[config.mk]
export PLATFORM = sky130hd
export DESIGN_NAME = riff_wave_header_parser
export DESIGN_NICKNAME = d
export VERILOG_FILES = /design/src/design/rwhp_pkg.sv /design/src/design/rwhp_parser.sv /design/src/design/riff_wave_header_parser.sv
export SDC_FILE = /design/constraint.sdc
export NUM_CORES = 2
export LEC_CHECK = 0
export BUFFER_PORTS_ARGS = -buffer_cell sky130_fd_sc_hd__clkbuf_2
export CAP_MARGIN = 20
export CORE_MARGIN = 1
export CORE_UTILIZATION = 30
export DETAILED_ROUTE_END_ITERATION = 16
export GPL_TIMING_DRIVEN = 0
export PLACE_DENSITY = 0.52
export SETUP_SLACK_MARGIN = 0.5
export SLEW_MARGIN = 20
export SYNTH_ARGS = -nofsm -noshare
export SYNTH_HDL_FRONTEND = slang
export SYNTH_SLANG_ARGS = --single-unit
export TNS_END_PERCENT = 30
[constraint.sdc]
create_clock -name clock -period 25.2 [get_ports clock]
set_clock_uncertainty 0.05 [all_clocks]
set_input_delay 5.04 -clock clock [delete_from_list [all_inputs] [get_ports clock]]
set_output_delay 5.04 -clock clock [all_outputs]
set_load 0.01 [all_outputs]
[src/design/rwhp_pkg.sv]
package rwhp_pkg;

   localparam int unsigned DATA_W   = 8;
   localparam int unsigned LENGTH_W = 32;
   localparam int unsigned COUNT_W  = 5;

   localparam logic [31:0] TAG_RIFF = 32'h5249_4646;
   localparam logic [31:0] TAG_WAVE = 32'h5741_5645;
   localparam logic [31:0] TAG_FMT  = 32'h666D_7420;
   localparam logic [31:0] TAG_DATA = 32'h6461_7461;

   localparam logic [COUNT_W-1:0] TAG_BYTES      = 5'd4;
   localparam logic [COUNT_W-1:0] FMT_BODY_BYTES = 5'd16;
   localparam logic [32:0]        CHUNK_HDR_BYTES = 33'd8;
   localparam logic [15:0]        PCM_FORMAT     = 16'd1;

   typedef enum logic [1:0] {
      KIND_HEADER  = 2'd0,
      KIND_ERROR   = 2'd1,
      KIND_PAYLOAD = 2'd2
   } kind_type;

   // one result item as it leaves the parser
   typedef struct packed {
      logic                valid;
      kind_type            kind;
      logic [DATA_W-1:0]   payload_byte;
      logic                last_payload;
      logic [15:0]         audio_channels;
      logic [31:0]         sample_rate;
      logic [15:0]         sample_bits;
      logic [LENGTH_W-1:0] payload_offset;
      logic [LENGTH_W-1:0] payload_length;
   } result_type;

endpackage

[src/design/rwhp_parser.sv]
module rwhp_parser
   import rwhp_pkg::*;
(
   input  logic                clock,
   input  logic                reset,
   input  logic                step,
   input  logic [DATA_W-1:0]   data_byte,
   input  logic                first_byte,
   input  logic [LENGTH_W-1:0] file_length,
   output result_type          result
);

   typedef enum logic [9:0] {
      PH_WAIT       = 10'b00_0000_0001,
      PH_RIFF_TAG   = 10'b00_0000_0010,
      PH_RIFF_SIZE  = 10'b00_0000_0100,
      PH_WAVE_TAG   = 10'b00_0000_1000,
      PH_CHUNK_ID   = 10'b00_0001_0000,
      PH_CHUNK_SIZE = 10'b00_0010_0000,
      PH_FMT_BODY   = 10'b00_0100_0000,
      PH_SKIP       = 10'b00_1000_0000,
      PH_PAYLOAD    = 10'b01_0000_0000,
      PH_DONE       = 10'b10_0000_0000
   } phase_type;

   phase_type           phase_ff, phase_in;
   logic [31:0]         pos_ff, pos_in;
   logic [COUNT_W-1:0]  count_ff, count_in;
   logic [31:0]         tag_ff, tag_in;
   logic [31:0]         chunk_len_ff, chunk_len_in;
   logic [32:0]         skip_ff, skip_in;
   logic [15:0]         format_ff, format_in;
   logic [15:0]         channels_ff, channels_in;
   logic [31:0]         rate_ff, rate_in;
   logic [15:0]         bits_ff, bits_in;
   logic                fmt_seen_ff, fmt_seen_in;
   logic [31:0]         data_start_ff, data_start_in;
   logic [31:0]         data_len_ff, data_len_in;
   logic [31:0]         sent_ff, sent_in;

   logic                report_error;
   logic                report_header;
   logic                at_boundary;
   logic                last;
   logic [31:0]         avail;
   logic [3:0]          fmt_index;

   always_comb begin
      phase_in      = phase_ff;
      pos_in        = pos_ff;
      count_in      = count_ff;
      tag_in        = tag_ff;
      chunk_len_in  = chunk_len_ff;
      skip_in       = skip_ff;
      format_in     = format_ff;
      channels_in   = channels_ff;
      rate_in       = rate_ff;
      bits_in       = bits_ff;
      fmt_seen_in   = fmt_seen_ff;
      data_start_in = data_start_ff;
      data_len_in   = data_len_ff;
      sent_in       = sent_ff;
      report_error  = 1'b0;
      report_header = 1'b0;
      at_boundary   = 1'b0;
      last          = 1'b0;
      avail         = '0;
      fmt_index     = count_ff[3:0];
      result        = '0;

      // restart: the flagged byte is byte zero of a new file
      if (first_byte) begin
         phase_in      = PH_RIFF_TAG;
         pos_in        = '0;
         count_in      = '0;
         tag_in        = '0;
         chunk_len_in  = '0;
         skip_in       = '0;
         format_in     = '0;
         channels_in   = '0;
         rate_in       = '0;
         bits_in       = '0;
         fmt_seen_in   = 1'b0;
         data_start_in = '0;
         data_len_in   = '0;
         sent_in       = '0;
         fmt_index     = '0;
      end

      if (phase_in == PH_PAYLOAD) begin
         last    = (sent_in + 32'd1 == data_len_in);
         sent_in = sent_in + 32'd1;
         if (last) begin
            phase_in = PH_DONE;
         end
         result.valid        = 1'b1;
         result.kind         = KIND_PAYLOAD;
         result.payload_byte = data_byte;
         result.last_payload = last;
      end else if (phase_in != PH_WAIT && phase_in != PH_DONE) begin
         pos_in = pos_in + 32'd1;
         case (phase_in)
            PH_RIFF_TAG, PH_WAVE_TAG: begin
               tag_in   = {tag_in[23:0], data_byte};
               count_in = count_in + 5'd1;
               if (count_in == TAG_BYTES) begin
                  if (tag_in != ((phase_in == PH_RIFF_TAG) ? TAG_RIFF : TAG_WAVE)) begin
                     phase_in     = PH_DONE;
                     report_error = 1'b1;
                  end else if (phase_in == PH_RIFF_TAG) begin
                     phase_in = PH_RIFF_SIZE;
                     count_in = '0;
                  end else begin
                     at_boundary = 1'b1;
                  end
               end
            end
            PH_RIFF_SIZE: begin
               count_in = count_in + 5'd1;
               if (count_in == TAG_BYTES) begin
                  phase_in = PH_WAVE_TAG;
                  count_in = '0;
                  tag_in   = '0;
               end
            end
            PH_CHUNK_ID: begin
               tag_in   = {tag_in[23:0], data_byte};
               count_in = count_in + 5'd1;
               if (count_in == TAG_BYTES) begin
                  phase_in     = PH_CHUNK_SIZE;
                  count_in     = '0;
                  chunk_len_in = '0;
               end
            end
            PH_CHUNK_SIZE: begin
               // little-endian size
               case (count_in[1:0])
                  2'd0:    chunk_len_in[7:0]   = data_byte;
                  2'd1:    chunk_len_in[15:8]  = data_byte;
                  2'd2:    chunk_len_in[23:16] = data_byte;
                  default: chunk_len_in[31:24] = data_byte;
               endcase
               count_in = count_in + 5'd1;
               if (count_in == TAG_BYTES) begin
                  count_in = '0;
                  if (tag_in == TAG_FMT) begin
                     format_in   = '0;
                     channels_in = '0;
                     rate_in     = '0;
                     bits_in     = '0;
                     phase_in    = PH_FMT_BODY;
                  end else if (tag_in == TAG_DATA) begin
                     avail         = (file_length > pos_in) ? (file_length - pos_in) : '0;
                     data_start_in = pos_in;
                     data_len_in   = (chunk_len_in <= avail) ? chunk_len_in : avail;
                     sent_in       = '0;
                     if (fmt_seen_in && format_in == PCM_FORMAT && data_len_in != '0) begin
                        phase_in      = PH_PAYLOAD;
                        report_header = 1'b1;
                     end else begin
                        phase_in     = PH_DONE;
                        report_error = 1'b1;
                     end
                  end else begin
                     // odd-sized chunks carry one pad byte
                     skip_in = {1'b0, chunk_len_in} + {32'd0, chunk_len_in[0]};
                     if (skip_in == '0) begin
                        at_boundary = 1'b1;
                     end else begin
                        phase_in = PH_SKIP;
                     end
                  end
               end
            end
            PH_FMT_BODY: begin
               case (fmt_index)
                  4'd0:    format_in[7:0]    = data_byte;
                  4'd1:    format_in[15:8]   = data_byte;
                  4'd2:    channels_in[7:0]  = data_byte;
                  4'd3:    channels_in[15:8] = data_byte;
                  4'd4:    rate_in[7:0]      = data_byte;
                  4'd5:    rate_in[15:8]     = data_byte;
                  4'd6:    rate_in[23:16]    = data_byte;
                  4'd7:    rate_in[31:24]    = data_byte;
                  4'd14:   bits_in[7:0]      = data_byte;
                  4'd15:   bits_in[15:8]     = data_byte;
                  default: ;
               endcase
               count_in = count_in + 5'd1;
               if (count_in == FMT_BODY_BYTES) begin
                  fmt_seen_in = 1'b1;
                  if (chunk_len_in > 32'(FMT_BODY_BYTES)) begin
                     skip_in  = {1'b0, chunk_len_in - 32'(FMT_BODY_BYTES)};
                     phase_in = PH_SKIP;
                  end else begin
                     at_boundary = 1'b1;
                  end
               end
            end
            PH_SKIP: begin
               if (skip_in != '0) begin
                  skip_in = skip_in - 33'd1;
               end
               if (skip_in == '0) begin
                  at_boundary = 1'b1;
               end
            end
            default: ;
         endcase

         // next chunk header needs 8 bytes left in the file
         if (at_boundary) begin
            count_in = '0;
            tag_in   = '0;
            if ({1'b0, pos_in} + CHUNK_HDR_BYTES <= {1'b0, file_length}) begin
               phase_in = PH_CHUNK_ID;
            end else begin
               phase_in     = PH_DONE;
               report_error = 1'b1;
            end
         end

         // file ran out before the header concluded
         if (!report_error && !report_header && phase_in != PH_PAYLOAD &&
             phase_in != PH_DONE && pos_in >= file_length) begin
            phase_in     = PH_DONE;
            report_error = 1'b1;
         end

         if (report_error) begin
            result.valid = 1'b1;
            result.kind  = KIND_ERROR;
         end else if (report_header) begin
            result.valid          = 1'b1;
            result.kind           = KIND_HEADER;
            result.audio_channels = channels_in;
            result.sample_rate    = rate_in;
            result.sample_bits    = bits_in;
            result.payload_offset = data_start_in;
            result.payload_length = data_len_in;
         end
      end
   end

   always_ff @(posedge clock) begin
      if (reset) begin
         phase_ff      <= PH_WAIT;
         pos_ff        <= '0;
         count_ff      <= '0;
         tag_ff        <= '0;
         chunk_len_ff  <= '0;
         skip_ff       <= '0;
         format_ff     <= '0;
         channels_ff   <= '0;
         rate_ff       <= '0;
         bits_ff       <= '0;
         fmt_seen_ff   <= 1'b0;
         data_start_ff <= '0;
         data_len_ff   <= '0;
         sent_ff       <= '0;
      end else if (step) begin
         phase_ff      <= phase_in;
         pos_ff        <= pos_in;
         count_ff      <= count_in;
         tag_ff        <= tag_in;
         chunk_len_ff  <= chunk_len_in;
         skip_ff       <= skip_in;
         format_ff     <= format_in;
         channels_ff   <= channels_in;
         rate_ff       <= rate_in;
         bits_ff       <= bits_in;
         fmt_seen_ff   <= fmt_seen_in;
         data_start_ff <= data_start_in;
         data_len_ff   <= data_len_in;
         sent_ff       <= sent_in;
      end
   end

endmodule

[src/design/riff_wave_header_parser.sv]
// riff/wave header parser with payload pass-through
//
// req channel: one file byte per item, req_first_byte marks byte zero of a
// new file and restarts the parser from any point, even mid payload.
// csr port: csr_wr_data is taken as the total file length whenever
// csr_wr_en is high; write it only while the block is idle.
// rsp channel: per byte at most one item comes out. the header yields one
// header report (kind 0, fmt fields, payload offset and clamped length) or
// one error report (kind 1); after a good header each payload byte comes out
// as kind 2, the final one with rsp_last_payload set. bytes before a first
// byte, after an error or after the last payload byte give nothing.
// path: a byte is held in the input register, then the parser state update
// writes its result into the output register.
// throughput: one byte per cycle while no result waits on a stalled receiver.
// the input register still takes a byte while a result waits on a stalled
// receiver; a further byte waits until rsp_ready frees the output register.
// reset: parser waits for a first byte, file length clears to zero.
module riff_wave_header_parser
   import rwhp_pkg::*;
(
   input  logic                clock,
   input  logic                reset,
   input  logic                req_valid,
   output logic                req_ready,
   input  logic [DATA_W-1:0]   req_data_byte,
   input  logic                req_first_byte,
   output logic                rsp_valid,
   input  logic                rsp_ready,
   output logic [1:0]          rsp_kind,
   output logic [DATA_W-1:0]   rsp_payload_byte,
   output logic                rsp_last_payload,
   output logic [15:0]         rsp_audio_channels,
   output logic [31:0]         rsp_sample_rate,
   output logic [15:0]         rsp_sample_bits,
   output logic [LENGTH_W-1:0] rsp_payload_offset,
   output logic [LENGTH_W-1:0] rsp_payload_length,
   input  logic                csr_wr_en,
   input  logic [LENGTH_W-1:0] csr_wr_data
);

   // configuration
   logic [LENGTH_W-1:0] file_length_ff;

   // input register
   logic                in_valid_ff, in_valid_in;
   logic [DATA_W-1:0]   in_byte_ff;
   logic                in_first_ff;

   // output register
   logic                out_valid_ff, out_valid_in;
   result_type          out_ff;

   result_type          result;
   logic                advance;
   logic                req_take;

   // the parser consumes the held byte once the output register can take a result
   assign advance   = in_valid_ff && (!out_valid_ff || rsp_ready);
   assign req_ready = !in_valid_ff || advance;
   assign req_take  = req_valid && req_ready;

   assign in_valid_in  = req_take || (in_valid_ff && !advance);
   assign out_valid_in = advance ? result.valid : (out_valid_ff && !rsp_ready);

   rwhp_parser u_parser (
      .clock       (clock),
      .reset       (reset),
      .step        (advance),
      .data_byte   (in_byte_ff),
      .first_byte  (in_first_ff),
      .file_length (file_length_ff),
      .result      (result)
   );

   always_ff @(posedge clock) begin
      if (reset) begin
         file_length_ff <= '0;
         in_valid_ff    <= 1'b0;
         out_valid_ff   <= 1'b0;
      end else begin
         if (csr_wr_en) begin
            file_length_ff <= csr_wr_data;
         end
         in_valid_ff  <= in_valid_in;
         out_valid_ff <= out_valid_in;
      end
   end

   // payload registers, no reset needed
   always_ff @(posedge clock) begin
      if (req_take) begin
         in_byte_ff  <= req_data_byte;
         in_first_ff <= req_first_byte;
      end
      if (advance && result.valid) begin
         out_ff <= result;
      end
   end

   assign rsp_valid          = out_valid_ff;
   assign rsp_kind           = out_ff.kind;
   assign rsp_payload_byte   = out_ff.payload_byte;
   assign rsp_last_payload   = out_ff.last_payload;
   assign rsp_audio_channels = out_ff.audio_channels;
   assign rsp_sample_rate    = out_ff.sample_rate;
   assign rsp_sample_bits    = out_ff.sample_bits;
   assign rsp_payload_offset = out_ff.payload_offset;
   assign rsp_payload_length = out_ff.payload_length;

endmodule
== Yosys cells after proc, flatten, opt, wreduce, memory -nomap -nowiden ==
Cells that the tools add are included.

* Bits of input ports: 46
* Flip-flop bits (word level): 503

* Equality and inequality tests: 30
* Reductions and logical operators: 33
* Magnitude comparators: 5
* Bitwise gates (word level): 2
* Add/subtract/negate cells: 8
* Mux-type cells: 177

{| class="wikitable"
|+ Operators with widths
! operator !! count
|-
| 32-bit two-way mux || 40
|-
| 33-bit two-way mux || 12
|-
| 16-bit two-way mux || 15
|-
| 10-bit two-way mux || 21
|-
| 8-bit two-way mux || 26
|-
| 32-bit one-hot mux with 2 select lines || 3
|-
| 33-bit one-hot mux with 3 select lines || 1
|-
| 16-bit one-hot mux with 2 select lines || 3
|-
| 33-bit zero test || 2
|-
| 32-bit by 1-bit adder with 32-bit output, second input constant || 2
|-
| 32-bit by 31-bit equality test with 1-bit output, second input constant || 2
|-
| 10-bit one-hot mux with 5 select lines || 1
|-
| 5-bit two-way mux || 8
|-
| 1-bit two-way mux || 38
|-
| 32-bit by 1-bit adder with 33-bit output || 1
|-
| 32-bit by 4-bit adder with 33-bit output, second input constant || 1
|-
| 33-bit by 32-bit <= comparator with 1-bit output || 1
|-
| 33-bit nonzero test || 1
|-
| 33-bit by 1-bit subtractor with 33-bit output, second input constant || 1
|-
| 32-bit equality test || 1
|-
| 32-bit >= comparator || 1
|-
| 32-bit greater-than comparator || 1
|-
| 32-bit by 5-bit greater-than comparator with 1-bit output, second input constant || 1
|-
| 32-bit <= comparator || 1
|-
| 40 further kinds || 71
|}

== Longest topological paths before layout ==
* Depth in word-level cells: 32
* Depth in mapped cells: 49

== Hierarchy ==
From an unflattened synthesis, not the netlist that was laid out.

* Cell total of the unflattened synthesis: 3843
* Area total of the unflattened synthesis: 30171.4 um^2

{| class="wikitable"
|+ Modules (own cells, without submodules)
! module !! area an instance (um^2) !! cells an instance !! instances
|-
| rwhp_parser || 24466.0 || 3580 || 1
|-
| riff_wave_header_parser || 5705.5 || 263 || 1
|}

== Worst setup path before layout ==
OpenSTA, ideal clock, no wires.

* Path type: reg-to-reg
* Start point: register in_first_ff
* End point: register out_ff, in the netlist rsp_audio_channels[0], enable pin
* Slack: 6166 ps
* Buffers on the path: 15
* Stages on the path, launching flop included: 39
* Period minus slack after synthesis: 19034 ps
* Arrival: 18141 ps
* Cells stage by stage: edfxtp_1 -> buf_2 -> buf_2 -> clkbuf_1 -> clkbuf_1 -> buf_2 -> buf_2 -> buf_2 -> buf_1 -> buf_2 -> buf_1 -> buf_2 -> buf_1 -> buf_1 -> nor2b_1 -> ha_1 -> and2_1 -> nand4_1 -> [3 not listed] -> or3b_2 -> nor3_1 -> nor3b_1 -> nand2_1 -> nor3_1 -> xnor2_1 -> ha_1 -> nand3_1 -> or4_1 -> a21oi_1 -> a21boi_0 -> a311oi_1 -> o21ai_0 -> a21bo_2 -> a21o_1 -> a31o_1 -> buf_6 -> a211oi_1

* Longest elaborated chain between the ends: 32
* Elaborated cells between the ends (all ways): 134
* Those cells by class: add/sub: 6; order compare: 5; eq/ne: 20; mux: 86; reduce/logical: 17

{| class="wikitable"
|+ RTL lines
! element !! line !! RTL
|-
| from (decl) || riff_wave_header_parser.sv:47 || <nowiki>logic in_first_ff;</nowiki>
|-
| from (signal assigned) || riff_wave_header_parser.sv:93 || <nowiki>in_first_ff <= req_first_byte;</nowiki>
|-
| branches (longest 30 deep; another with 32-bit by 1-bit adder with 32-bit output) || -- ||
|-
| 3-bit two-way mux * || rwhp_parser.sv:90 || <nowiki>if (phase_in == PH_PAYLOAD) begin</nowiki>
|-
| 1-bit logical AND * || riff_wave_header_parser.sv:95 || <nowiki>if (advance && result.valid) begin</nowiki>
|-
| to (signal assigned) || riff_wave_header_parser.sv:96 || <nowiki>out_ff <= result;</nowiki>
|-
| to (decl) || riff_wave_header_parser.sv:51 || <nowiki>result_type out_ff;</nowiki>
|}

Every way passes the cells marked *. The select of a mux whose other input is x is not followed.
A chain may end at the register's enable or synchronous reset.

== Worst setup path in the final report ==
* Start point: register in_first_ff
* End point: register out_ff, in the netlist rsp_audio_channels[14] (data pin)

* Longest elaborated chain between the ends: 29
* Elaborated cells between the ends (all ways): 139
* Those cells by class: add/sub: 6; order compare: 5; eq/ne: 21; mux: 88; bitwise: 2; reduce/logical: 17

{| class="wikitable"
|+ RTL lines
! element
|-
| branches (longest 29 deep; another with 32-bit by 1-bit adder with 32-bit output)
|}

Several ways; the timed one is not identified. The select of a mux whose other input is x is not followed.

==> key figures <==
Clocking
  • PostCTS Resize Cnt: 0
  • Postcts setup bufs: 0
  • Post-CTS Hold Fix Bufs: 0
  • Max clock buf depth: 3
  • Number of H-tree levels: 2
  • CTS Buf Count: 56
  • Root Driver: clkbuf_16
  • Worst skew pair latency: roughly 0.66 ns
  • Clock Sinks: between 400 and 500
  • TritonCTS clock tree: built
  • Clock transition at path regs: roughly 0.060 ns

Timing
  • Hold WS: about 0.42 ns
  • Sum of negative setup slack: 0 ns
  • Final hold vios: 0
  • Slew at the pin closest to its max-slew limit: between 1 and 1.5 ns
  • Fmax: between 50 and 60 MHz
  • Max transition margin: under 10%
  • Final Setup Violations: 0
  • Slew Limit Fails: 0
  • RSZ-0062 raised after global routing: false
  • Minimum clock period after layout: slightly below 20 ns
  • Fin crit share: 78.6%

Worst hold path
  • Worst Hold Class: flop to flop

Placed design
  • Post-DP Area: around 33,000 sq um
  • Placed wire-length estimate: between 100,000 and 150,000 um
  • DP Cell Count: ~5,400
  • RePlAce Congestion: between 1 and 1.5
  • PortBufs: between 150 and 200

Yosys
  • Sequential area share after synthesis: between 30% and 40%
  • Post-synth EDFFs: around 150
  • Post-synth top flop: dfxtp_1
  • Post-Synthesis Cells: roughly 3,800
  • Synthesized net count: 3,998
  • Mapped cell area: a little over 30,000 sq um
  • Synthesis Warnings: 0
  • Count of cell types in the netlist: between 100 and 150
  • Syn Area/Cell: between 7 and 8 sq um
  • #FFs+latches synth: 472
  • FFs w/ async S/R, synth: 0%

Floorplanning
  • Cell Rows: between 100 and 150
  • Core area: 100,000 sq um
  • Chip height: around 320 um
  • Initial Util: 30.4%
  • I/O Pins: about 190
  • Die area: 103,000 sq um
  • Die width: between 300 and 400 um

Worst setup path
  • Crit start category: flop
  • WP data arrival: roughly 20 ns
  • CP Max Fanout: 11
  • Worst setup EP type: flop
  • Critical path's most frequent cell: buf_2
  • Required time of the worst setup path: about 26 ns
  • Kind of critical path: flop to flop
  • Critical path's largest stage delay: 1.00 ns
  • Critical path's slowest cell: edfxtp_1

Finish
  • Filler cell count: between 10,000 and 15,000
  • Commonest non-fill, non-tap cell in the layout: nor2_1
  • Area Overhead vs Synth: 15.8%
  • Most frequent cells in the layout: nor2_1, nand2_1, dfxtp_1, a21oi_1, clkbuf_1
  • Design Area, Final: 35,300 sq um
  • Finished Layout Cells: roughly 5,500
  • Final Core Density: between 30% and 40%
  • Layout cell share with drive strength beyond 1: 9.93%
  • Layout net count: between 4,000 and 5,000

Route
  • Iter 0 DRT Violations: 4,207
  • Antenna viol nets, final: 0
  • 1st-pass router iterations: 6
  • Via count of the routed design: between 30,000 and 40,000
  • Drt wl/cell: ~27 um
  • WL final: around 150,000 um
  • Vias per cell: between 5 and 6
  • DRC viols: 0

Global routing
  • First-pass GRT wire length: 210,000 um
  • Total GRT Usage: around 28%
  • Total grt overflow: 0
  • Vias in the first global route: roughly 30,000
  • Largest net degree at the start of global routing: 17
  • Initial antenna violation count: 9

Pwr
  • Leakage Power: ~12 nW
  • P per Cell Area: 58.1 nW/um^2
  • Largest vdd supply drop: approximately 0.06 mV

Outcome
  • Status: completed

Flow run
  • Max_cap viols: 0
[area by class of cell]
class                   count  area (sq um)  area share (%)
multi-input cells        3004         18200            51.5
flip-flops and latches    472         10900            31.0
well taps                1357          1700            4.82
clock buffers              64          1450            4.12
repair buffers            201          1130            3.20
plain buffers             274          1090            3.09
clock inverters            41           429            1.22
inverters                  95           357            1.01
diodes                      3          7.51          0.0213
[per-stage QoR]
step,setup slack (ns),total power (W)
final,5.40,0.00205
after global placement,-8.76,0.00121
after global routing,5.31,0.00211
after detailed placement,5.56,0.00120
after floorplan,6.17,0.00105
after CTS,5.50,0.00205
[power by group]
| group | internal, W | switching, W |
|---|---|---|
| registers | 0.000808 | 0.0000163 |
| logic | 0.000109 | 0.000262 |
| clock network | 0.000480 | 0.000374 |
[registers in the layout, indices dropped and copies added (netlist names), 2 cells and up]
name                   count
u_parser.format_ff        16
u_parser.channels_ff      16
rsp_kind                   2
rsp_sample_bits           16
u_parser.rate_ff          32
u_parser.bits_ff          16
u_parser.chunk_len_ff     32
file_length_ff            32
u_parser.data_len_ff      32
u_parser.count_ff          5
rsp_payload_offset        32
u_parser.pos_ff           32
rsp_payload_length        32
u_parser.sent_ff          32
rsp_audio_channels        16
u_parser.tag_ff           32
u_parser.skip_ff          33
in_byte_ff                 8
rsp_sample_rate           32
u_parser.phase_ff         10
rsp_payload_byte           8
[worst max-delay path: cells and delay by family, from the launching register on]
family / cells / cell delay (ns)
DFF: 1 / 1.00
adders and majority gates: 3 / 1.05
and+or+nand+nor: 12 / 3.30
AOI/OAI and AO/OA: 9 / 3.91
buffers and inverters: 17 / 10.07
[synth_stat cells (38+ instances only)]
library cell / n / share of area [%]
nor2_1: 624 / 7.7
nand2_1: 365 / 4.5
dfxtp_1: 324 / 21
a21oi_1: 238 / 3.9
clkbuf_1: 218 / 2.7
a22oi_1: 203 / 5.0
o21ai_0: 163 / 2.7
edfxtp_1: 148 / 15
nand3_1: 135 / 2.2
xnor2_1: 112 / 3.2
nor3_1: 108 / 1.8
ha_1: 106 / 4.4
inv_1: 92 / 1.1
nand4_1: 73 / 1.5
a211oi_1: 65 / 1.6
xor2_1: 60 / 1.7
nand2b_1: 50 / 1.0
mux2i_1: 45 / 1.5
a31oi_1: 42 / 0.86
nor4_1: 42 / 0.86
nor2b_1: 41 / 0.84
and3_1: 39 / 0.80
and2_1: 38 / 0.78
[worst paths after layout]
kind | depth (start not counted) | slack [ns] | start | endpoint
worst max-delay path | 41 | 5.40 | in_first_ff$_DFFE_PP_ | rsp_audio_channels[14]$_SDFFCE_PP0P_
worst min-delay path | 2 | 0.42 | u_parser.pos_ff[25]$_SDFFE_PP0P_ | u_parser.pos_ff[25]$_SDFFE_PP0P_
worst max register to register | 41 | 5.40 | in_first_ff$_DFFE_PP_ | rsp_audio_channels[14]$_SDFFCE_PP0P_
worst min register to register | 2 | 0.42 | u_parser.pos_ff[25]$_SDFFE_PP0P_ | u_parser.pos_ff[25]$_SDFFE_PP0P_
[per-layer routing]
metal  global-route usage, %  up-vias  wire length (um)
met3                    5.29      315             13400
met4                    10.7        6              6260
met2                    41.2     1520             62100
li1                        -    14536                 -
met5                       0        -                40
met1                    38.9    15695             64600
[cells by family after synthesis]
group                    share of synthesized area (%)
AND/OR/NAND/NOR                                   26.7
AO/OA/AOI/OAI                                     21.4
flip-flops                                        35.9
buffers and inverters                             4.70
XOR/XNOR                                          5.09
adder cells (fa/ha/maj)                           4.45
multiplexers                                      1.74
(Power assumes the default switching activity.)
